--- src/sv/dcf_pkg.sv ---
`timescale 1ns / 1ps

package dcf_pkg;

  localparam int DurationWidthDefault = 24;
  localparam int FrameLen             = 59;
  localparam int SampleRateWidth      = 20;

  localparam logic [SampleRateWidth-1:0] SampleRateReset = 20'd48000;

  // window bounds as numerator / denominator in seconds
  localparam int GapLoNum  = 16;
  localparam int GapHiNum  = 21;
  localparam int GapDen    = 10;
  localparam int Bit0LoNum = 8;
  localparam int Bit0HiNum = 12;
  localparam int Bit1LoNum = 18;
  localparam int Bit1HiNum = 22;
  localparam int BitDen    = 100;

  localparam logic [11:0] YearBase = 12'd2000;

  localparam logic [3:0] StIgnored    = 4'd0;
  localparam logic [3:0] StBitStored  = 4'd1;
  localparam logic [3:0] StMinStart   = 4'd2;
  localparam logic [3:0] StPulseErr   = 4'd3;
  localparam logic [3:0] StTimeValid  = 4'd4;
  localparam logic [3:0] StBadMarkers = 4'd5;
  localparam logic [3:0] StBadOffset  = 4'd6;
  localparam logic [3:0] StParMinute  = 4'd7;
  localparam logic [3:0] StParHour    = 4'd8;
  localparam logic [3:0] StParDate    = 4'd9;

  typedef struct packed {
    logic                decode;
    logic [3:0]          status;
    logic [5:0]          bit_pos;
    logic [FrameLen-1:0] frame;
  } fe_entry_t;

  // bcd weights 1,2,4,8,10,20,40,80
  function automatic logic [7:0] bcd_weigh(input logic [7:0] b);
    logic [7:0] lo;
    logic [7:0] hi;
    lo = {4'd0, b[3:0]};
    hi = {4'd0, b[7:4]};
    return lo + (hi << 3) + (hi << 1);
  endfunction

endpackage

--- src/sv/dcf_front.sv ---
`timescale 1ns / 1ps

module dcf_front #(
  parameter int DurationWidth = dcf_pkg::DurationWidthDefault
) (
  input  logic                                clk_i,
  input  logic                                rst_ni,
  input  logic                                cfg_wr_en_i,
  input  logic [dcf_pkg::SampleRateWidth-1:0] cfg_wr_data_i,
  input  logic                                in_valid_i,
  output logic                                in_stall_o,
  input  logic                                level_i,
  input  logic [DurationWidth-1:0]            duration_i,
  input  logic                                q_full_i,
  output logic                                push_o,
  output dcf_pkg::fe_entry_t                  entry_o
);
  import dcf_pkg::*;

  localparam int ProdW = (DurationWidth + 7 > SampleRateWidth + 5) ?
                         DurationWidth + 7 : SampleRateWidth + 5;

  logic [SampleRateWidth-1:0] sr_q;
  logic [5:0]                 cnt_q, cnt_d;
  logic                       reading_q, reading_d;
  logic [FrameLen-1:0]        frame_q, frame_d;

  logic [ProdW-1:0] dur_w, sr_w, d_gap, d_bit;
  logic             gap_ok, b0_ok, b1_ok;

  assign dur_w = ProdW'(duration_i);
  assign sr_w  = ProdW'(sr_q);
  assign d_gap = dur_w * ProdW'(GapDen);
  assign d_bit = dur_w * ProdW'(BitDen);

  assign gap_ok = (d_gap >= sr_w * ProdW'(GapLoNum)) && (d_gap <= sr_w * ProdW'(GapHiNum));
  assign b0_ok  = (d_bit >= sr_w * ProdW'(Bit0LoNum)) && (d_bit <= sr_w * ProdW'(Bit0HiNum));
  assign b1_ok  = (d_bit >= sr_w * ProdW'(Bit1LoNum)) && (d_bit <= sr_w * ProdW'(Bit1HiNum));

  assign in_stall_o = q_full_i;
  assign push_o     = in_valid_i && !q_full_i;

  always_comb begin
    cnt_d          = cnt_q;
    reading_d      = reading_q;
    frame_d        = frame_q;
    entry_o.decode = 1'b0;
    entry_o.status = StIgnored;
    if (!level_i && gap_ok) begin
      cnt_d          = '0;
      reading_d      = 1'b1;
      entry_o.status = StMinStart;
    end else if (reading_q && level_i) begin
      if (b0_ok || b1_ok) begin
        if (cnt_q < 6'(FrameLen)) begin
          frame_d[cnt_q] = !b0_ok;
          cnt_d          = cnt_q + 6'd1;
        end
        entry_o.status = StBitStored;
        if (cnt_d == 6'(FrameLen)) begin
          reading_d      = 1'b0;
          entry_o.decode = 1'b1;
        end
      end else begin
        reading_d      = 1'b0;
        entry_o.status = StPulseErr;
      end
    end
    entry_o.bit_pos = cnt_d;
    entry_o.frame   = frame_d;
  end

  always_ff @(posedge clk_i or negedge rst_ni) begin
    if (!rst_ni) begin
      sr_q      <= SampleRateReset;
      cnt_q     <= '0;
      reading_q <= 1'b0;
    end else begin
      if (cfg_wr_en_i) begin
        sr_q <= cfg_wr_data_i;
      end
      if (push_o) begin
        cnt_q     <= cnt_d;
        reading_q <= reading_d;
      end
    end
  end

  always_ff @(posedge clk_i) begin
    if (push_o) begin
      frame_q <= frame_d;
    end
  end

endmodule

--- src/sv/dcf_queue.sv ---
`timescale 1ns / 1ps

module dcf_queue (
  input  logic               clk_i,
  input  logic               rst_ni,
  input  logic               push_i,
  input  dcf_pkg::fe_entry_t entry_i,
  output logic               full_o,
  input  logic               pop_i,
  output logic               empty_o,
  output dcf_pkg::fe_entry_t head_o
);
  import dcf_pkg::*;

  fe_entry_t  mem_q [2];
  logic       wr_ptr_q, rd_ptr_q;
  logic [1:0] cnt_q;

  assign full_o  = (cnt_q == 2'd2);
  assign empty_o = (cnt_q == 2'd0);
  assign head_o  = mem_q[rd_ptr_q];

  always_ff @(posedge clk_i or negedge rst_ni) begin
    if (!rst_ni) begin
      wr_ptr_q <= 1'b0;
      rd_ptr_q <= 1'b0;
      cnt_q    <= '0;
    end else begin
      if (push_i) begin
        wr_ptr_q <= !wr_ptr_q;
      end
      if (pop_i) begin
        rd_ptr_q <= !rd_ptr_q;
      end
      if (push_i && !pop_i) begin
        cnt_q <= cnt_q + 2'd1;
      end else if (pop_i && !push_i) begin
        cnt_q <= cnt_q - 2'd1;
      end
    end
  end

  always_ff @(posedge clk_i) begin
    if (push_i) begin
      mem_q[wr_ptr_q] <= entry_i;
    end
  end

endmodule

--- src/sv/dcf_back.sv ---
`timescale 1ns / 1ps

module dcf_back (
  input  logic               clk_i,
  input  logic               rst_ni,
  input  logic               q_empty_i,
  input  dcf_pkg::fe_entry_t head_i,
  output logic               pop_o,
  output logic               out_valid_o,
  input  logic               out_stall_i,
  output logic [3:0]         status_o,
  output logic [5:0]         bit_position_o,
  output logic [6:0]         minute_o,
  output logic [5:0]         hour_o,
  output logic [5:0]         day_o,
  output logic [2:0]         weekday_o,
  output logic [4:0]         month_o,
  output logic [11:0]        year_o,
  output logic               summer_time_o,
  output logic               leap_warning_o
);
  import dcf_pkg::*;

  logic                out_valid_q;
  logic [3:0]          status_q, status_d;
  logic [5:0]          pos_q;
  logic [6:0]          minute_q, minute_d;
  logic [5:0]          hour_q, hour_d, day_q, day_d;
  logic [2:0]          weekday_q, weekday_d;
  logic [4:0]          month_q, month_d;
  logic [11:0]         year_q, year_d;
  logic                summer_q, summer_d, leap_q, leap_d;
  logic [FrameLen-1:0] f;
  logic [7:0]          w_min, w_hour, w_day, w_wday, w_month, w_year;

  assign f     = head_i.frame;
  assign pop_o = !q_empty_i && (!out_valid_q || !out_stall_i);

  assign w_min   = bcd_weigh({1'b0, f[27:21]});
  assign w_hour  = bcd_weigh({2'b0, f[34:29]});
  assign w_day   = bcd_weigh({2'b0, f[41:36]});
  assign w_wday  = bcd_weigh({5'b0, f[44:42]});
  assign w_month = bcd_weigh({3'b0, f[49:45]});
  assign w_year  = bcd_weigh(f[57:50]);

  always_comb begin
    status_d  = head_i.status;
    minute_d  = '0;
    hour_d    = '0;
    day_d     = '0;
    weekday_d = '0;
    month_d   = '0;
    year_d    = '0;
    summer_d  = 1'b0;
    leap_d    = 1'b0;
    if (head_i.decode) begin
      if (f[0] || !f[20]) begin
        status_d = StBadMarkers;
      end else if (f[17] == f[18]) begin
        status_d = StBadOffset;
      end else if (^f[28:21]) begin
        status_d = StParMinute;
      end else if (^f[35:29]) begin
        status_d = StParHour;
      end else if (^f[58:36]) begin
        status_d = StParDate;
      end else begin
        status_d  = StTimeValid;
        minute_d  = w_min[6:0];
        hour_d    = w_hour[5:0];
        day_d     = w_day[5:0];
        weekday_d = w_wday[2:0];
        month_d   = w_month[4:0];
        year_d    = YearBase + {4'd0, w_year};
        summer_d  = f[17];
        leap_d    = f[19];
      end
    end
  end

  always_ff @(posedge clk_i or negedge rst_ni) begin
    if (!rst_ni) begin
      out_valid_q <= 1'b0;
    end else if (pop_o) begin
      out_valid_q <= 1'b1;
    end else if (!out_stall_i) begin
      out_valid_q <= 1'b0;
    end
  end

  always_ff @(posedge clk_i) begin
    if (pop_o) begin
      status_q  <= status_d;
      pos_q     <= head_i.bit_pos;
      minute_q  <= minute_d;
      hour_q    <= hour_d;
      day_q     <= day_d;
      weekday_q <= weekday_d;
      month_q   <= month_d;
      year_q    <= year_d;
      summer_q  <= summer_d;
      leap_q    <= leap_d;
    end
  end

  assign out_valid_o    = out_valid_q;
  assign status_o       = status_q;
  assign bit_position_o = pos_q;
  assign minute_o       = minute_q;
  assign hour_o         = hour_q;
  assign day_o          = day_q;
  assign weekday_o      = weekday_q;
  assign month_o        = month_q;
  assign year_o         = year_q;
  assign summer_time_o  = summer_q;
  assign leap_warning_o = leap_q;

endmodule

--- src/sv/dcf77_frame_decoder_top.sv ---
`timescale 1ns / 1ps

// dcf77 minute frame decoder
// input channel: one word per pulse event (level_i, duration_i in samples), taken
//   when in_valid_i is high and in_stall_o is low
// output channel: one result word per event, taken when out_valid_o is high and
//   out_stall_i is low; time fields are zero unless status_o reports a valid time
// cfg_wr_en_i writes cfg_wr_data_i into the sample rate register (48000 at reset);
//   write only while no event is in flight
// the front classifies each event in the cycle it is taken and updates the frame,
//   bit count and reading flag; a two-word queue feeds the back, which checks the
//   markers, offset bits and parity, weighs bcd fields into the output register
// a result passes from the queue entry into the output register, where it is taken
// throughput: one event per cycle while in_stall_o is low, with the window compare
//   combinational and the frame update registered in the front
// when out_stall_i holds the output, the queue absorbs events until both its words
//   are held, then in_stall_o rises
// reset clears the bit count, reading flag, queue and output valid; the frame
//   bits need no clearing since all 59 are written before a decode

module dcf77_frame_decoder_top #(
  parameter int DURATION_WIDTH = dcf_pkg::DurationWidthDefault
) (
  input  logic                                clk_i,
  input  logic                                rst_ni,
  input  logic                                cfg_wr_en_i,
  input  logic [dcf_pkg::SampleRateWidth-1:0] cfg_wr_data_i,
  input  logic                                in_valid_i,
  output logic                                in_stall_o,
  input  logic                                level_i,
  input  logic [DURATION_WIDTH-1:0]           duration_i,
  output logic                                out_valid_o,
  input  logic                                out_stall_i,
  output logic [3:0]                          status_o,
  output logic [5:0]                          bit_position_o,
  output logic [6:0]                          minute_o,
  output logic [5:0]                          hour_o,
  output logic [5:0]                          day_o,
  output logic [2:0]                          weekday_o,
  output logic [4:0]                          month_o,
  output logic [11:0]                         year_o,
  output logic                                summer_time_o,
  output logic                                leap_warning_o
);
  import dcf_pkg::*;

  fe_entry_t push_entry, head;
  logic      push, pop, q_full, q_empty;

  dcf_front #(
    .DurationWidth(DURATION_WIDTH)
  ) u_front (
    .clk_i        (clk_i),
    .rst_ni       (rst_ni),
    .cfg_wr_en_i  (cfg_wr_en_i),
    .cfg_wr_data_i(cfg_wr_data_i),
    .in_valid_i   (in_valid_i),
    .in_stall_o   (in_stall_o),
    .level_i      (level_i),
    .duration_i   (duration_i),
    .q_full_i     (q_full),
    .push_o       (push),
    .entry_o      (push_entry)
  );

  dcf_queue u_queue (
    .clk_i  (clk_i),
    .rst_ni (rst_ni),
    .push_i (push),
    .entry_i(push_entry),
    .full_o (q_full),
    .pop_i  (pop),
    .empty_o(q_empty),
    .head_o (head)
  );

  dcf_back u_back (
    .clk_i         (clk_i),
    .rst_ni        (rst_ni),
    .q_empty_i     (q_empty),
    .head_i        (head),
    .pop_o         (pop),
    .out_valid_o   (out_valid_o),
    .out_stall_i   (out_stall_i),
    .status_o      (status_o),
    .bit_position_o(bit_position_o),
    .minute_o      (minute_o),
    .hour_o        (hour_o),
    .day_o         (day_o),
    .weekday_o     (weekday_o),
    .month_o       (month_o),
    .year_o        (year_o),
    .summer_time_o (summer_time_o),
    .leap_warning_o(leap_warning_o)
  );

endmodule
--- config.mk ---
export PLATFORM = sky130hd
export DESIGN_NAME = dcf77_frame_decoder_top
export DESIGN_NICKNAME = d
export VERILOG_FILES = /design/src/sv/dcf_pkg.sv /design/src/sv/dcf_front.sv /design/src/sv/dcf_queue.sv /design/src/sv/dcf_back.sv /design/src/sv/dcf77_frame_decoder_top.sv
export SDC_FILE = /design/constraint.sdc
export NUM_CORES = 1
export LEC_CHECK = 0
export BUFFER_PORTS_ARGS = -buffer_cell sky130_fd_sc_hd__clkbuf_2
export CAP_MARGIN = 20
export CORE_AREA = 2 2 264 162
export DETAILED_ROUTE_END_ITERATION = 8
export DIE_AREA = 0 0 266 164
export GPL_TIMING_DRIVEN = 0
export PLACE_DENSITY = 0.77
export SLEW_MARGIN = 20
export SYNTH_ARGS = -nofsm -noshare
export SYNTH_HDL_FRONTEND = slang
export SYNTH_SLANG_ARGS = --single-unit
--- constraint.sdc ---
create_clock -name clk_i -period 8 [get_ports clk_i]
set_input_delay 1.2 -clock clk_i [delete_from_list [all_inputs] [get_ports clk_i]]
set_output_delay 1.2 -clock clk_i [all_outputs]
set_load 0.005 [all_outputs]
Word level (Yosys, flattened, before mapping)
Memory sizes are Yosys's and may differ from the RTL's.
Cells that the tools add are included.
{"block": "classes", "addsub": 14, "mul": 6, "order_cmp": 9, "n_eq_ne": 5, "n_mux": 36, "n_bitwise": 1, "n_reduce_logical": 32}
{"op": "59-bit 2-to-1 mux", "count": 4}
{"op": "31-bit less-or-equal comparator", "count": 3}
{"op": "59-bit bitwise mux", "count": 1}
{"op": "20-bit by 4-bit multiplier with 24-bit output, second input constant", "count": 2}
{"op": "6-bit 2-to-1 mux", "count": 7}
{"op": "31-bit by 23-bit greater-or-equal comparator with 1-bit output", "count": 1}
{"op": "31-bit by 24-bit greater-or-equal comparator with 1-bit output", "count": 1}
{"op": "31-bit greater-or-equal comparator", "count": 1}
{"op": "24-bit by 5-bit multiplier with 29-bit output, second input constant", "count": 1}
{"op": "4-bit 2-to-1 mux", "count": 7}
{"op": "24-bit by 3-bit multiplier with 27-bit output, second input constant", "count": 1}
{"op": "20-bit by 5-bit multiplier with 25-bit output, second input constant", "count": 1}
{"op": "23-bit XOR reduction", "count": 1}
{"op": "20-bit by 2-bit multiplier with 22-bit output, second input constant", "count": 1}
{"op": "11-bit by 8-bit adder with 12-bit output, first input constant", "count": 1}
{"op": "4-bit by 5-bit adder with 6-bit output", "count": 2}
{"op": "6-bit by 3-bit adder with 6-bit output", "count": 2}
{"op": "1-bit 2-to-1 mux", "count": 12}
{"op": "1-bit logical NOT", "count": 11}
{"op": "1-bit logical AND", "count": 10}
{"op": "4-bit by 7-bit adder with 8-bit output", "count": 1}
{"op": "8-bit by 5-bit adder with 8-bit output", "count": 1}
{"op": "8-bit XOR reduction", "count": 1}
{"op": "4-bit by 6-bit adder with 7-bit output", "count": 1}
{"op": "24 further kinds", "count": 29}
{"block": "word_totals", "ff_bits": 142, "ramBits": 140, "in_bits": 50, "output_inout_bits": 53, "wordCells": 122, "n_memories": 1}
{"name": "u_queue.mem_q", "words": 2, "width": 70, "read_ports": 1, "rd_clocked_by_memory_dff": 0, "write_ports": 1, "line_no": "dcf_queue.sv:15", "rtl": "fe_entry_t mem_q [2];"}

Longest topological paths before layout
{"block": "depth", "word_depth": 12, "mapped_depth": 27, "depth_no_buf": 27}

Hierarchy
A second synthesis with hierarchy kept.
{"block": "hier_totals", "hier_cells": 2252, "area_unflattened_um2": 24161.9}
{"module": "dcf_front", "n_inst": 1, "cells_each": 1762, "area_each_um2": 15539.9, "seq_area_each_um2": 2456.1}
{"module": "dcf_queue", "n_inst": 1, "cells_each": 234, "area_each_um2": 5589.1, "seq_area_each_um2": 4304.1}
{"module": "dcf_back", "n_inst": 1, "cells_each": 256, "area_each_um2": 3032.9, "seq_area_each_um2": 1556.5}

Worst setup path before layout
OpenSTA, ideal clock, no wires.
{"block": "synth_timing", "path_kind": "input-to-reg", "start": "input port duration_i[5]", "end": "register u_front.frame_q[39] (data pin)", "setup_ps": 268, "arrival_ps": 6127, "required_time_ps": 7732, "setup_slack_ps": 1604, "cell_stages": 25, "n_path_buf": 1, "path_cell_list": "ha_1 > ha_1 > inv_1 > fa_1 > inv_1 > ha_1 > o31ai_1 > nor2_1 > a21o_1 > a21oi_1 > o21bai_1 > a21oi_1 > xnor2_1 > ha_1 > nand3_1 > or3_1 > nor4_1 > nor3b_1 > a41oi_1 > o41a_1 > a32oi_1 > a211oi_4 > buf_6 > nand4_1 > mux2i_1"}
{"element": "from (decl)", "line_no": "dcf77_frame_decoder_top.sv:31", "rtl": "input logic [DURATION_WIDTH-1:0] duration_i,"}
{"element": "to (signal assigned)", "line_no": "dcf_front.sv:91", "rtl": "frame_q <= frame_d;"}
{"element": "to (decl)", "line_no": "dcf_front.sv:26", "rtl": "logic [FrameLen-1:0] frame_q, frame_d;"}

==> results.cfg <==
[timing]
finalCriticalPeriod_ps = 7860
hold_viol_final = 0
finalMaxSlewViolations = 0
hold_ws_ps = 510
rsz0062_at_grt = no
finalCritPeriodShare_pct = 98.2
setup_viol = 0
setup_tns_ps = 0
slew_headroom_pct = 27.3
fin_skew_ps = 15.5
worst_slew_pin_slew_ps = 1080
fmax_mhz = 127

[min_path]
hold_path.class = reg -> reg
hold_start = u_queue.cnt_q[1]
whs_path_depth = 1
hold_end = u_queue.cnt_q[1]

[logic_synthesis]
synth_simple_gate_area_share_pct = 13.0
synth_top_family_by_area = adder cells
synth_top_cell_by_area = edfxtp_1
synthFlopType = edfxtp_1
synth-compound-area-share_pct = 15.2
ys_seq_area_share_pct = 30.1
ys_seq_elements = 230
synth_top_area_share_pct = 26.5
synthAdderAreaFrac_pct = 28.5
synth_area_leaders = edfxtp_1 (27%), ha_1 (23%), fa_1 (5.5%)
yosys_warnings = 0
avgSynthCellArea_um2 = 10.1
synth.distinct_cells = 95
synth.mux.area_fraction_pct = 2.81
synth_edf_count = 198
syn-num-nets = 2735
postSynthCellCount = 2212
postSynth.asyncResetShare_pct = 13.9
ys_top_cells_by_count = ha_1 (411), edfxtp_1 (198), inv_1 (187)
synth.most_common_cell = ha_1
synthXorXnorAreaFrac_pct = 6.21
synthesis.area_um2 = 22400

[floorplanning]
core_area_um2 = 41200
die_h_um = 164
ios = 103
rows = 58
die_x_um = 266
die_area_um2 = 43600
start_util_pct = 54.4

[clocking]
postCtsResizedCells = 0
path_clk_slew_ps = 60
cts_buffer_depth = 3
clk_latency_ps = 540
cts_setup_buffers = 0
cts_buffers = 24
cts_hold_buf = 0
cts_root_buf = clkbuf_16
clkSinkCount = 230
cts_tree = done
cts_max_level = 1

[layout]
final_area_um2 = 24500
area_growth_pct = 9.23
diodes = 0
nets = 2866
utilization_pct = 59.4
drive_gt1_share_pct = 10.3

[flow_run]
drv_cap = 0

[worst_setup_path]
cp-end-kind = register
r2r-start = u_front.sr_q[4]
critPathKind = in -> reg
ff2ff_path_depth = 24
start_kind = input pin
crit_arrival_ps = 8150
critPathRequiredTime_ps = 8290
r2r-end = u_queue.mem_q[1][61]
worstPathMaxFanout = 10
r2r_slack_ps = 330

[power]
power-per-cell-area_nw_per_um2 = 275
power.total_mw = 6.73
peakVddDrop_v = 0.000218
p_leak_nw = 10.4

[global_routing]
grt_pass1_wl_mm = 95.3
gr-usage-all-layers_pct = 27.8
first_global_vias = 17500
grt_max_degree = 53
antenna_found_initial = 1
overflow = 0

[routing]
wl_mm = 61.3
drc = 0
drt-pass1-iter-count = 5
routed_via_density = 6.24
ant_nets = 0
vias = 18100
wl_per_cell_um = 21.2
drtIter0Drc = 1981

[outcome]
run_status = completed

[placement]
dpl_cell_area_um2 = 23700
place_congestion = 0.938
portBuffers = 101
hpwl_mm = 49.5
## report_power, final
| part | total [mW] | internal [mW] | switching, mW |
|---|---|---|---|
| Clock | 1.09 | 0.614 | 0.472 |
| Sequential | 1.62 | 1.53 | 0.0920 |
| Combinational | 4.02 | 1.59 | 2.43 |
## through the flow
step / setup slack, ps / cells
after floorplan: 1600 / 2212
after global placement: -440 / 2853
after detailed placement: -467 / 2857
after CTS: 62.5 / 2897
after global routing: 5.26 / 2897
final: 140 / 2897
## logic make-up (layout without fill, tap and decap cells)
group	Yosys count	count (layout)
flops	230	230
xor+xnor	148	148
fa+ha+maj	473	473
buf+inv	230	375
mux	57	57
compound gates	510	510
simple gates	564	564
## placed cells by master, fill, tap and decap left out, types with 9 or more instances in the layout
cell / count
a21oi_1: 137
a211oi_1: 21
nor3_1: 80
nor4_1: 16
clkbuf_1: 21
ha_1: 411
xnor2_1: 79
a211o_1: 9
mux2_2: 26
a21o_1: 49
o22a_1: 29
nor2_1: 134
o21bai_1: 12
nand3_1: 42
dfrtp_1: 25
nand2b_1: 26
xor2_1: 57
nand2_1: 99
edfxtp_1: 198
clkbuf_16: 24
or3_1: 14
fa_1: 62
and2_1: 19
inv_1: 186
nand4_1: 30
nor2b_1: 27
o21ai_0: 106
mux2i_1: 26
a31oi_1: 14
o31ai_1: 10
and3_1: 23
clkbuf_2: 101
buf_2: 11
or2_2: 11
o21a_1: 27
## registers in the layout, summed over array words and instances (netlist names)
| signal | cells |
|---|---|
| u_back.bit_position_o | 6 |
| u_back.day_o | 6 |
| u_back.hour_o | 6 |
| u_back.leap_warning_o | 1 |
| u_back.minute_o | 7 |
| u_back.month_o | 5 |
| u_back.out_valid_o | 1 |
| u_back.status_o | 4 |
| u_back.summer_time_o | 1 |
| u_back.weekday_o | 3 |
| u_back.year_o | 12 |
| u_front.cnt_q | 6 |
| u_front.frame_q | 43 |
| u_front.reading_q | 1 |
| u_front.sr_q | 20 |
| u_queue.cnt_q | 2 |
| u_queue.mem_q | 104 |
| u_queue.rd_ptr_q | 1 |
| u_queue.wr_ptr_q | 1 |
## worst max-delay path by stage
stage	from	endpoint	slack, ps
finish	duration_i[0]	u_queue.mem_q[1][61]	140
global route	duration_i[0]	u_queue.mem_q[1][61]	5
CTS	duration_i[0]	u_queue.mem_q[1][61]	60
detailed placement	duration_i[0]	u_queue.mem_q[1][61]	-470
global placement	duration_i[0]	u_queue.mem_q[0][61]	-440
floorplan	duration_i[5]	u_front.frame_q[39]	1600
## per-layer routing
layer	share of wire, %	routed length, um	GRT usage [%]	vias up
met5	0	0	0	-
met3	10	6160	4.96	68
li1	-	-	-	8479
met2	40	24700	39.9	793
met1	48	29500	43.7	8730
met4	1.5	918	4.90	0
## area by class of cell
class / count / area, um^2
flip-flops and latches: 230 / 6760
well taps: 540 / 676
fillers: 3411 / 16700
inverters: 189 / 711
repair buffers: 105 / 593
multi-input cells: 1752 / 14800
plain buffers: 41 / 231
clock buffers: 28 / 616
clock inverters: 12 / 125
## worst max-delay path: stages
cell	delay, ps
clkbuf_2	230
inv_1	230
ha_1	390
ha_1	290
ha_1	190
inv_1	60
fa_1	390
nand2b_1	180
a21o_1	180
a21oi_1	440
a22oi_2	290
nand2b_1	140
a21oi_1	100
xnor2_2	530
ha_1	290
nand3_1	120
or3_1	340
nor4_1	290
nor3b_1	120
a41oi_1	500
o41a_1	280
a32oi_1	100
a211oi_4	490
buf_4	270
nand4_1	110
o21ai_1	380
No activity file was read; power rests on OpenSTA's default activity.
